## src/rtl/core/lpbs_pkg.sv

```systemverilog
`timescale 1ns / 1ps
// ---------------------------------------------------------------------------
// lpbs_pkg: shared types and constants for the parallel LCD bus sequencer
// Command codes, bus index bytes, descriptor layout and strobe counts.
// ---------------------------------------------------------------------------
package lpbs_pkg;

   localparam int QDEPTH = 4;
   localparam int QPTR_W = $clog2(QDEPTH);
   localparam int QCNT_W = $clog2(QDEPTH + 1);

   localparam logic [7:0] IDX_PREFIX = 8'h00;
   localparam logic [7:0] IDX_GRAM   = 8'h22;
   localparam logic [7:0] IDX_XADDR  = 8'h21;
   localparam logic [7:0] IDX_YADDR  = 8'h20;

   typedef enum logic [2:0] {
      CMD_WREG = 3'd0,
      CMD_RIDX = 3'd1,
      CMD_RSMP = 3'd2,
      CMD_PIX  = 3'd3,
      CMD_ADDR = 3'd4
   } cmd_type;

   typedef enum logic [2:0] {
      K_WREG,
      K_RIDX,
      K_RHI,
      K_RLO,
      K_IGN,
      K_PIX,
      K_ADDR
   } kind_type;

   // w0: data word, x address, {red, green} or assembled read value
   // w1: y address or {blue, 8'h00}
   typedef struct packed {
      kind_type    kind;
      logic [7:0]  arg;
      logic [15:0] w0;
      logic [15:0] w1;
   } desc_type;

   function automatic logic [2:0] last_step(input kind_type kind);
      logic [2:0] n;
      unique case (kind)
         K_WREG:  n = 3'd3;
         K_RIDX:  n = 3'd1;
         K_PIX:   n = 3'd4;
         K_ADDR:  n = 3'd7;
         default: n = 3'd0;
      endcase
      return n;
   endfunction

endpackage

```

## src/rtl/core/lpbs_front.sv

```systemverilog
`timescale 1ns / 1ps
// ---------------------------------------------------------------------------
// lpbs_front: command intake and classification
// Tracks the register read in progress and turns each defined command beat into
// one strobe-run descriptor for the queue.
// ---------------------------------------------------------------------------
module lpbs_front (
   input  logic               clock,
   input  logic               reset,
   input  logic               req_tvalid,
   output logic               req_tready,
   input  logic [2:0]         req_tuser,   // command
   input  logic [87:0]        req_tdata,   // reg_index, data_word, red, green, blue,
                                           // x_pos, y_pos, bus_byte
   input  logic               q_full,
   output logic               q_push,
   output lpbs_pkg::desc_type q_desc
);
   import lpbs_pkg::*;

   typedef enum logic [1:0] {
      PH_IDLE = 2'd0,
      PH_HI   = 2'd1,
      PH_LO   = 2'd2
   } phase_type;

   phase_type  phase_ff, phase_in;
   logic [7:0] held_ff, held_in;

   logic [7:0]  reg_index;
   logic [15:0] data_word;
   logic [7:0]  red, green, blue, bus_byte;
   logic [15:0] x_pos, y_pos;
   logic        accept, cmd_ok;

   assign reg_index = req_tdata[7:0];
   assign data_word = req_tdata[23:8];
   assign red       = req_tdata[31:24];
   assign green     = req_tdata[39:32];
   assign blue      = req_tdata[47:40];
   assign x_pos     = req_tdata[63:48];
   assign y_pos     = req_tdata[79:64];
   assign bus_byte  = req_tdata[87:80];

   assign req_tready = !q_full;
   assign accept     = req_tvalid && req_tready;
   assign q_push     = accept && cmd_ok;

   always_comb begin
      phase_in    = phase_ff;
      held_in     = held_ff;
      cmd_ok      = 1'b1;
      q_desc.kind = K_IGN;
      q_desc.arg  = reg_index;
      q_desc.w0   = 16'h0000;
      q_desc.w1   = 16'h0000;
      unique case (cmd_type'(req_tuser))
         CMD_WREG: begin
            phase_in    = PH_IDLE;
            q_desc.kind = K_WREG;
            q_desc.w0   = data_word;
         end
         CMD_RIDX: begin
            phase_in    = PH_HI;
            q_desc.kind = K_RIDX;
         end
         CMD_RSMP: begin
            unique case (phase_ff)
               PH_HI: begin
                  phase_in    = PH_LO;
                  held_in     = bus_byte;
                  q_desc.kind = K_RHI;
               end
               PH_LO: begin
                  phase_in    = PH_IDLE;
                  q_desc.kind = K_RLO;
                  q_desc.w0   = {held_ff, bus_byte};
               end
               default: q_desc.kind = K_IGN;
            endcase
         end
         CMD_PIX: begin
            phase_in    = PH_IDLE;
            q_desc.kind = K_PIX;
            q_desc.w0   = {red, green};
            q_desc.w1   = {blue, 8'h00};
         end
         CMD_ADDR: begin
            phase_in    = PH_IDLE;
            q_desc.kind = K_ADDR;
            q_desc.w0   = x_pos;
            q_desc.w1   = y_pos;
         end
         default: cmd_ok = 1'b0;
      endcase
   end

   always_ff @(posedge clock) begin
      if (reset) begin
         phase_ff <= PH_IDLE;
         held_ff  <= 8'h00;
      end else if (accept) begin
         phase_ff <= phase_in;
         held_ff  <= held_in;
      end
   end

endmodule

```

## src/rtl/core/lpbs_queue.sv

```systemverilog
`timescale 1ns / 1ps
// ---------------------------------------------------------------------------
// lpbs_queue: descriptor queue between intake and bus sequencer
// Small register-array FIFO with a first-word view of its head.
// ---------------------------------------------------------------------------
module lpbs_queue (
   input  logic               clock,
   input  logic               reset,
   input  logic               push,
   input  lpbs_pkg::desc_type push_desc,
   input  logic               pop,
   output lpbs_pkg::desc_type head_desc,
   output logic               full,
   output logic               empty
);
   import lpbs_pkg::*;

   desc_type            mem_ff [QDEPTH];
   logic [QPTR_W-1:0]   wr_ptr_ff, rd_ptr_ff;
   logic [QCNT_W-1:0]   count_ff;
   logic                do_push, do_pop;

   assign full      = (count_ff == QCNT_W'(QDEPTH));
   assign empty     = (count_ff == '0);
   assign do_push   = push && !full;
   assign do_pop    = pop && !empty;
   assign head_desc = mem_ff[rd_ptr_ff];

   always_ff @(posedge clock) begin
      if (do_push) begin
         mem_ff[wr_ptr_ff] <= push_desc;
      end
   end

   always_ff @(posedge clock) begin
      if (reset) begin
         wr_ptr_ff <= '0;
         rd_ptr_ff <= '0;
         count_ff  <= '0;
      end else begin
         if (do_push) begin
            wr_ptr_ff <= wr_ptr_ff + 1'b1;
         end
         if (do_pop) begin
            rd_ptr_ff <= rd_ptr_ff + 1'b1;
         end
         if (do_push && !do_pop) begin
            count_ff <= count_ff + 1'b1;
         end else if (do_pop && !do_push) begin
            count_ff <= count_ff - 1'b1;
         end
      end
   end

   assert property (@(posedge clock) disable iff (reset)
      count_ff <= QCNT_W'(QDEPTH))
      else $error("queue count beyond depth");

   assert property (@(posedge clock) disable iff (reset)
      push |-> !full)
      else $error("queue push dropped");

   assert property (@(posedge clock) disable iff (reset)
      pop |-> !empty)
      else $error("queue pop while empty");

endmodule

```

## src/rtl/core/lpbs_back.sv

```systemverilog
`timescale 1ns / 1ps
// ---------------------------------------------------------------------------
// lpbs_back: bus strobe sequencer
// Walks the head descriptor one strobe per unstalled cycle to output register.
// ---------------------------------------------------------------------------
module lpbs_back (
   input  logic               clock,
   input  logic               reset,
   input  lpbs_pkg::desc_type head_desc,
   input  logic               q_empty,
   output logic               q_pop,
   output logic               rsp_tvalid,
   input  logic               rsp_tready,
   output logic [1:0]         rsp_tuser,   // rs_level, is_read
   output logic [31:0]        rsp_tdata,   // byte_out, release_cs, read_value,
                                           // read_valid, status, zero fill
   output logic               rsp_tlast
);
   import lpbs_pkg::*;

   logic [2:0]  step_ff;
   logic        valid_ff;
   logic        rs_ff, rd_ff, rel_ff, vld_ff, st_ff, last_ff;
   logic [7:0]  byte_ff;
   logic [15:0] val_ff;

   logic        load, end_run;
   logic        rs_in, rd_in, rel_in, vld_in, st_in;
   logic [7:0]  byte_in, reg_sel;
   logic [15:0] val_in, word_sel;

   assign load    = !q_empty && (!valid_ff || rsp_tready);
   assign end_run = (step_ff == last_step(head_desc.kind));
   assign q_pop   = load && end_run;

   always_comb begin
      rs_in    = 1'b0;
      rd_in    = 1'b0;
      rel_in   = 1'b0;
      vld_in   = 1'b0;
      st_in    = 1'b0;
      byte_in  = 8'h00;
      val_in   = 16'h0000;
      reg_sel  = head_desc.arg;
      word_sel = head_desc.w0;
      if (head_desc.kind == K_ADDR) begin
         reg_sel  = step_ff[2] ? IDX_YADDR : IDX_XADDR;
         word_sel = step_ff[2] ? head_desc.w1 : head_desc.w0;
      end
      unique case (head_desc.kind) inside
         K_WREG, K_ADDR: begin
            unique case (step_ff[1:0])
               2'd0: byte_in = IDX_PREFIX;
               2'd1: byte_in = reg_sel;
               2'd2: begin
                  rs_in   = 1'b1;
                  byte_in = word_sel[15:8];
               end
               default: begin
                  rs_in   = 1'b1;
                  byte_in = word_sel[7:0];
                  rel_in  = 1'b1;
               end
            endcase
         end
         K_RIDX: byte_in = step_ff[0] ? head_desc.arg : IDX_PREFIX;
         K_RHI: begin
            rs_in = 1'b1;
            rd_in = 1'b1;
         end
         K_RLO: begin
            rs_in  = 1'b1;
            rd_in  = 1'b1;
            rel_in = 1'b1;
            vld_in = 1'b1;
            val_in = head_desc.w0;
         end
         K_PIX: begin
            unique case (step_ff)
               3'd0: byte_in = IDX_PREFIX;
               3'd1: byte_in = IDX_GRAM;
               3'd2: begin
                  rs_in   = 1'b1;
                  byte_in = head_desc.w0[15:8];
               end
               3'd3: begin
                  rs_in   = 1'b1;
                  byte_in = head_desc.w0[7:0];
               end
               default: begin
                  rs_in   = 1'b1;
                  byte_in = head_desc.w1[15:8];
                  rel_in  = 1'b1;
               end
            endcase
         end
         default: st_in = 1'b1;
      endcase
   end

   always_ff @(posedge clock) begin
      if (reset) begin
         step_ff  <= 3'd0;
         valid_ff <= 1'b0;
      end else begin
         if (load) begin
            step_ff <= end_run ? 3'd0 : step_ff + 3'd1;
         end
         if (load) begin
            valid_ff <= 1'b1;
         end else if (rsp_tready) begin
            valid_ff <= 1'b0;
         end
      end
   end

   always_ff @(posedge clock) begin
      if (load) begin
         rs_ff   <= rs_in;
         rd_ff   <= rd_in;
         rel_ff  <= rel_in;
         vld_ff  <= vld_in;
         st_ff   <= st_in;
         byte_ff <= byte_in;
         val_ff  <= val_in;
         last_ff <= end_run;
      end
   end

   assign rsp_tvalid = valid_ff;
   assign rsp_tuser  = {rd_ff, rs_ff};
   assign rsp_tdata  = {5'b00000, st_ff, vld_ff, val_ff, rel_ff, byte_ff};
   assign rsp_tlast  = last_ff;

   assert property (@(posedge clock) disable iff (reset)
      (valid_ff && vld_ff) |-> (rel_ff && last_ff && rd_ff))
      else $error("read completion without chip select release");

   assert property (@(posedge clock) disable iff (reset)
      (step_ff != 3'd0) |-> !q_empty)
      else $error("strobe run lost its descriptor");

   assert property (@(posedge clock) disable iff (reset)
      q_pop |=> (valid_ff && last_ff))
      else $error("descriptor retired without final strobe");

   assert property (@(posedge clock) disable iff (reset)
      (valid_ff && st_ff) |-> (last_ff && !rd_ff && (byte_ff == 8'h00)))
      else $error("ignored sample carries bus activity");

endmodule

```

## src/rtl/core/parallel_lcd_bus_sequencer_core.sv

```systemverilog
`timescale 1ns / 1ps
// ---------------------------------------------------------------------------
// parallel_lcd_bus_sequencer_core: 8080-style 8-bit display bus master
// Turns register, pixel, address and read commands into bus strobe beats.
//
// Command channel (req_): one beat per command, command code in tuser and
// its operands in tdata. Codes 5 to 7 are taken and dropped.
// Strobe channel (rsp_): one beat per bus strobe, RS and read flags in
// tuser, byte, chip-select release, read value and status in tdata; tlast
// marks the final strobe of a command.
// A command's first strobe passes through the descriptor queue and then the
// strobe register. The sequencer emits one beat per cycle unless rsp_ stalls,
// so a command takes 1 to 8 beats: 4 for a register write, 2 for a read
// index phase, 1 for a read sample, 5 for a pixel and 8 for an address set.
// A four-entry descriptor queue decouples intake from the sequencer; req_
// stalls only when it is full. A stall on rsp_ holds the strobe register
// and backs up into the queue. Reset empties the queue, drops any pending
// read and clears the output register valid.
// ---------------------------------------------------------------------------
module parallel_lcd_bus_sequencer_core (
   input  logic        clock,
   input  logic        reset,
   input  logic        req_tvalid,
   output logic        req_tready,
   input  logic [2:0]  req_tuser,    // command
   input  logic [87:0] req_tdata,    // reg_index, data_word, red, green, blue,
                                     // x_pos, y_pos, bus_byte
   output logic        rsp_tvalid,
   input  logic        rsp_tready,
   output logic [1:0]  rsp_tuser,    // rs_level, is_read
   output logic [31:0] rsp_tdata,    // byte_out, release_cs, read_value,
                                     // read_valid, status, zero fill
   output logic        rsp_tlast
);
   import lpbs_pkg::*;

   desc_type push_desc, head_desc;
   logic     push, pop, full, empty;

   lpbs_front u_front (
      .clock      (clock),
      .reset      (reset),
      .req_tvalid (req_tvalid),
      .req_tready (req_tready),
      .req_tuser  (req_tuser),
      .req_tdata  (req_tdata),
      .q_full     (full),
      .q_push     (push),
      .q_desc     (push_desc)
   );

   lpbs_queue u_queue (
      .clock     (clock),
      .reset     (reset),
      .push      (push),
      .push_desc (push_desc),
      .pop       (pop),
      .head_desc (head_desc),
      .full      (full),
      .empty     (empty)
   );

   lpbs_back u_back (
      .clock      (clock),
      .reset      (reset),
      .head_desc  (head_desc),
      .q_empty    (empty),
      .q_pop      (pop),
      .rsp_tvalid (rsp_tvalid),
      .rsp_tready (rsp_tready),
      .rsp_tuser  (rsp_tuser),
      .rsp_tdata  (rsp_tdata),
      .rsp_tlast  (rsp_tlast)
   );

endmodule

```

## config.mk

```make
export PLATFORM = sky130hd
export DESIGN_NAME = parallel_lcd_bus_sequencer_core
export DESIGN_NICKNAME = d
export VERILOG_FILES = /design/src/rtl/core/lpbs_pkg.sv /design/src/rtl/core/lpbs_front.sv /design/src/rtl/core/lpbs_queue.sv /design/src/rtl/core/lpbs_back.sv /design/src/rtl/core/parallel_lcd_bus_sequencer_core.sv
export SDC_FILE = /design/constraint.sdc
export NUM_CORES = 1
export LEC_CHECK = 0
export ABC_CLOCK_PERIOD_IN_PS = 6100
export BUFFER_PORTS_ARGS = -buffer_cell sky130_fd_sc_hd__buf_4
export CORE_ASPECT_RATIO = 0.7
export CORE_MARGIN = 2
export CORE_UTILIZATION = 40
export CTS_CLUSTER_DIAMETER = 80
export DETAILED_ROUTE_END_ITERATION = 7
export PLACE_DENSITY = 0.55
export RECOVER_POWER = 50
export SYNTH_ARGS = -nofsm -noshare
export SYNTH_HDL_FRONTEND = slang
export SYNTH_HIERARCHICAL = 1
export SYNTH_SLANG_ARGS = --single-unit
```

## constraint.sdc

```tcl
create_clock -name clock -period 6.1 [get_ports clock]
set_clock_uncertainty 0.15 [all_clocks]
set_input_delay 1.22 -clock clock [delete_from_list [all_inputs] [get_ports clock]]
set_output_delay 1.22 -clock clock [all_outputs]
set_load 0.02 [all_outputs]
```

# == Word level (Yosys, flattened, before mapping) ==
# Memory sizes are Yosys's and may differ from the RTL's. A register that Yosys moved wholly into a read port is not among the register bits.
# Index checks and enable logic that the tools add are counted.
# word_totals
regBits,51
latch_bits,0
mem_bits_rw,172
mem_bits_ro,0
in_bits,95
out_inout_bits,37
word_cells,108
memories,1
# classes
addsub,5
multipliers,0
n_div,0
order_cmp,0
n_eq_ne,19
shifts,0
mux,35
bitwise,0
n_reduce_logical,33
# mem_list
memory,depth,width,rd,rd_ports_with_merged_regs,write_ports,line,source
u_queue.mem_ff,4,43,1,1,1,lpbs_queue.sv:18,desc_type mem_ff [QDEPTH];
# op_table
op,count
case mux 16 bit (4 select lines),1
2-to-1 mux 16 bit,3
case mux 8 bit (3 select lines),2
case mux 16 bit (2 select lines),1
case mux 8 bit (4 select lines),1
equality test 3 x 2 -> 1 bit (second input constant),6
2-to-1 mux 8 bit,2
case mux 3 bit (5 select lines),1
2-to-1 mux 1 bit,13
equality test 3 bit (second input constant),4
zero test 3 bit,4
case mux 3 bit (4 select lines),1
equality test 3 x 1 -> 1 bit (second input constant),3
2-to-1 mux 3 bit,3
logical AND 1 bit,8
OR reduction 2 bit,4
adder 3 x 1 -> 3 bit (second input constant),2
case mux 1 bit (3 select lines),2
case mux 2 bit (3 select lines),1
case mux 3 bit (2 select lines),1
AND reduction 3 bit,2
OR reduction 3 bit,2
OR reduction 6 bit,1
zero test 1 bit,5
other kinds (14),19

# == Logic depth before layout (Yosys ltp) ==
# logic_depth
word_depth,9
depth_mapped,15

# == By module ==
# The synthesis kept the hierarchy.
# by_module_without_submodules
mod,instances,cells_each,area_per_inst_um2,seq_area_each_um2
lpbs_queue,1,273,6718.9,5345.1
lpbs_back,1,210,2240.9,980.9
lpbs_front,1,156,1144.8,200.2

# == Least setup slack after synthesis ==
# Ideal clock, no wire load.
# synth_timing
kind,input port to flip-flop
start,input port rsp_tready
end,register u_queue.count_ff[2]
setup_time_ns,0.070
arrival_ns,4.115
required_ns,5.880
setup_slack_ns,1.765
stages,12
n_path_buf,1
path_cell_list,nand2b_1 -> nor2b_1 -> clkbuf_1 -> inv_1 -> o32ai_2 -> o31ai_2 -> ha_1 -> inv_1 -> fa_1 -> xor2_1 -> or3_1 -> a21oi_1
# synth_between
elab_chain_len,7
elab_cells_between_ends,9
classes_between,mux (1); reduce/logical (8)
# synth_rtl
item,line,source
"start, declared",parallel_lcd_bus_sequencer_core.sv:29,"input logic rsp_tready,"
logical OR 1 bit *,lpbs_back.sv:32,assign load = !q_empty && (!valid_ff || rsp_tready);
logical AND 1 bit *,lpbs_back.sv:32,
net u_back.load,lpbs_back.sv:27,"logic load, end_run;"
logical AND 1 bit *,lpbs_back.sv:34,assign q_pop = load && end_run;
net pop,parallel_lcd_bus_sequencer_core.sv:38,"logic push, pop, full, empty;"
logical AND 1 bit *,lpbs_queue.sv:26,assign do_pop = pop && !empty;
zero test 1 bit,lpbs_queue.sv:47,if (do_push && !do_pop) begin
logical AND 1 bit,lpbs_queue.sv:47,
2-to-1 mux 3 bit or nonzero test 2 bit (tied branches),n/a,
"end signal, assigned",lpbs_queue.sv:48,count_ff <= count_ff + 1'b1;
"end signal, assigned",lpbs_queue.sv:50,count_ff <= count_ff - 1'b1;
"end, declared",lpbs_queue.sv:20,logic [QCNT_W-1:0] count_ff;
# Mark *: on every way through the listed nets, which the timed path passes. The rest lies on a longest branch.
# A chain may end at the register's enable or synchronous reset.

==> summary.txt <==
Drt
  • Final WL: 23.8 mm
  • Drt drc: 0
  • Initial DRC Count: 478
  • Routed vias: 6032
  • Detail Route Antenna Nets: 0
  • Routed wire per std cell: 22.0 µm
  • DR vias/cell: 5.56
  • First drt pass iteration count: 5

Clock network
  • CTS resizes: 0
  • Clk Latency, worst-skew pair: 0.51 ns
  • Post-CTS setup buffer count: 0
  • Root Buffer Master: clkbuf_16
  • CTS tree: done
  • Clk sinks: 225
  • CTS Hold Bufs: 0
  • Reg clk slew, reported paths: 0.06 ns
  • H-tree levels: 1
  • Maximum buffer depth of the clock tree: 3
  • CTS Buf Count: 24

Critical path
  • Crit path kind: in -> reg
  • CP arrival: 4.22 ns
  • Crit path max fanout: 28
  • R2r worst-path depth: 12
  • Crit path capture type: flop
  • Critical Path Source Type: input pin
  • Worst Path Required: 6.15 ns

GRT
  • Vias in the first global route: 6135
  • Initial antenna violation count: 0
  • Pin count of the biggest net entering global routing: 44
  • First-pass GRT wire length: 36.3 mm
  • GRT Total Usage: 18.0%
  • Congestion Overflow GR: 0

Power
  • Pint: 3.30 mW
  • Combinational fraction of design power: 26.1%
  • Net Sw Frac: 30.9%
  • Clock power share: 30.8%
  • Max VDD drop: 0.000211 V
  • Sequential Power Share: 43.1%
  • Leak: 4.04 nW
  • Pwr per Cell Area: 406 mW/mm²
  • Total power: 4.78 mW
  • Switching power: 1.48 mW

Die
  • Die area: 0.0266 mm²
  • Die X: 194 µm
  • CORE AREA: 0.0247 mm²
  • Die span in y: 137 µm
  • Initial core utilization: 40.8%
  • Boundary Pins: 132
  • Rows: 48

Finish
  • Post-Layout Cell Count: 1085
  • Final nets: 851
  • N_diodes: 0
  • Final Instance Area: 0.0118 mm²
  • Layout area overhead: 16.6%
  • Share of cells above drive strength 1: 27.0%

Timing
  • Crit share post-route: 68.4%
  • Minimum clock period: 4.17 ns
  • Setup TNS: 0 ns
  • Peak Freq: 0.240 GHz
  • RSZ-0062 raised after global routing: false
  • Worst Tran Pin Value: 1.45 ns
  • Final Hold Viols: 0
  • Count of final setup violators: 0
  • Final Slew Violations: 0
  • Slew HR: 3.55%

Outcome
  • Status: finished clean

Synth
  • Syn. warnings: 6
  • Mapped cell area: 0.0101 mm²
  • Ranking of synthesized cells by area: edfxtp_1 (60%), mux4_2 (9.6%), dfxtp_1 (4.6%)
  • Post-synth EDFFs: 202
  • Synth cell types: 65
  • FF+latch count, synth: 225
  • Area leader, netlist: edfxtp_1
  • FFs w/ async S/R, synth: 0%
  • Post-synthesis sequential area ratio: 64.6%
  • Cell with the most instances after synthesis: edfxtp_1
  • Main synth FF type: edfxtp_1
  • Cells after Synth: 639
  • Synth cell count leaders: edfxtp_1 (202), mux4_2 (43), a22oi_1 (38), o21ai_0 (28), dfxtp_1 (23)
  • Synth Area per Inst: 15.8 µm²
  • Area share of the largest cell type after synthesis: 60.0%

Placed design
  • DP HPWL: 16.3 mm
  • Dpl cells: 1041
  • Cell Area, Placed: 0.0111 mm²
  • Gp weighted congestion: 0.866
  • PortBufs: 126

Worst hold path
  • Hold depth: 2
  • Hold crit path type: reg -> reg

Run
  • Max_cap viols: 0
state kept, by name, summed over array words and instances (netlist names), 2 cells and up, named ones only:
name / cells
u_queue/mem_ff: 172
u_queue/wr_ptr_ff: 2
u_queue/count_ff: 3
u_queue/rd_ptr_ff: 2
u_front/held_ff: 8
u_back/byte_ff: 8
u_front/phase_ff: 2
u_back/step_ff: 3
u_back/val_ff: 16
cell type report:
cell class              instances  area [µm²]
clock buffers                  29         661
clock inverters                15         154
fillers                      2196       13000
inverters                      14        52.6
multi-input cells             342        3120
flip-flops and latches        225        6530
well taps                     325         407
repair buffers                135         860
through the flow:
| step | hold slack [ns] | util (%) | setup slack (ns) |
|---|---|---|---|
| 4_1_cts | 0.326 | 48.3 | 2.24 |
| 2_1_floorplan | 0.304 | - | 1.76 |
| 6_report | 0.328 | 47.6 | 1.93 |
| 3_3_place_gp | 0.320 | 45.0 | 2.17 |
| 3_5_place_dp | 0.318 | 45.0 | 2.03 |
| 5_1_grt | 0.356 | 47.6 | 1.54 |
path summary, 6_finish.rpt:
check                      from                     to  slack, ns
min          u_front/held_ff[3]     u_front/held_ff[3]       0.33
max reg2reg                flop    u_queue/count_ff[2]       1.94
min reg2reg  u_front/held_ff[3]     u_front/held_ff[3]       0.33
max                req_tuser[0]  u_queue/mem_ff[0][20]       1.93
power groups by stage:
stage | clock network, mW | logic, mW | registers [mW]
6_report | 1.47 | 1.25 | 2.06
5_1_grt | 1.56 | 1.35 | 2.09
4_1_cts | 1.50 | 1.35 | 2.07
3_5_place_dp | 0 | 1.35 | 2.10
3_3_place_gp | 0 | 1.33 | 2.08
2_1_floorplan | 0 | 0.833 | 2.17
cells in the final DEF, fill, tap and decap left out, types with 17 or more instances in the layout:
| cell type | n |
|---|---|
| a22oi_1 | 38 |
| and3_1 | 17 |
| buf_4 | 93 |
| clkbuf_1 | 43 |
| clkbuf_16 | 25 |
| dfxtp_1 | 22 |
| edfxtp_1 | 202 |
| mux4_2 | 43 |
| nor2_1 | 17 |
| o21ai_0 | 30 |
layer usage:
| metal | global-route usage, % | routed length [µm] | vias to the layer above | share of wire, % |
|---|---|---|---|---|
| li1 | - | - | 2733 | - |
| met1 | 26.5 | 11300 | 3006 | 47 |
| met2 | 27.6 | 10300 | 259 | 43 |
| met3 | 3.67 | 1780 | 34 | 7.5 |
| met4 | 4.08 | 418 | 0 | 1.8 |
| met5 | 0 | 0 | - | 0 |
cells by family (layout without fill, tap and decap cells):
kind of cell    count (synthesis)  in the layout  share of synthesized area (%)
flops                         225            225                           64.6
compound gates                131            131                           9.39
simple gates                  123            123                           7.29
buf+inv                        76            193                           4.67
mux                            63             63                           11.7
fa+ha+maj                      14             14                           1.81
xor+xnor                        6              6                          0.520
other cells                     1              5                         0.0371
worst max-delay path, stage by stage:
cell      delay [ns]
clkbuf_1        0.28
nor3b_1         0.99
clkbuf_1        1.12
a22oi_1         0.23
o21ai_0         0.36
Power figures use the tool's default switching activity.
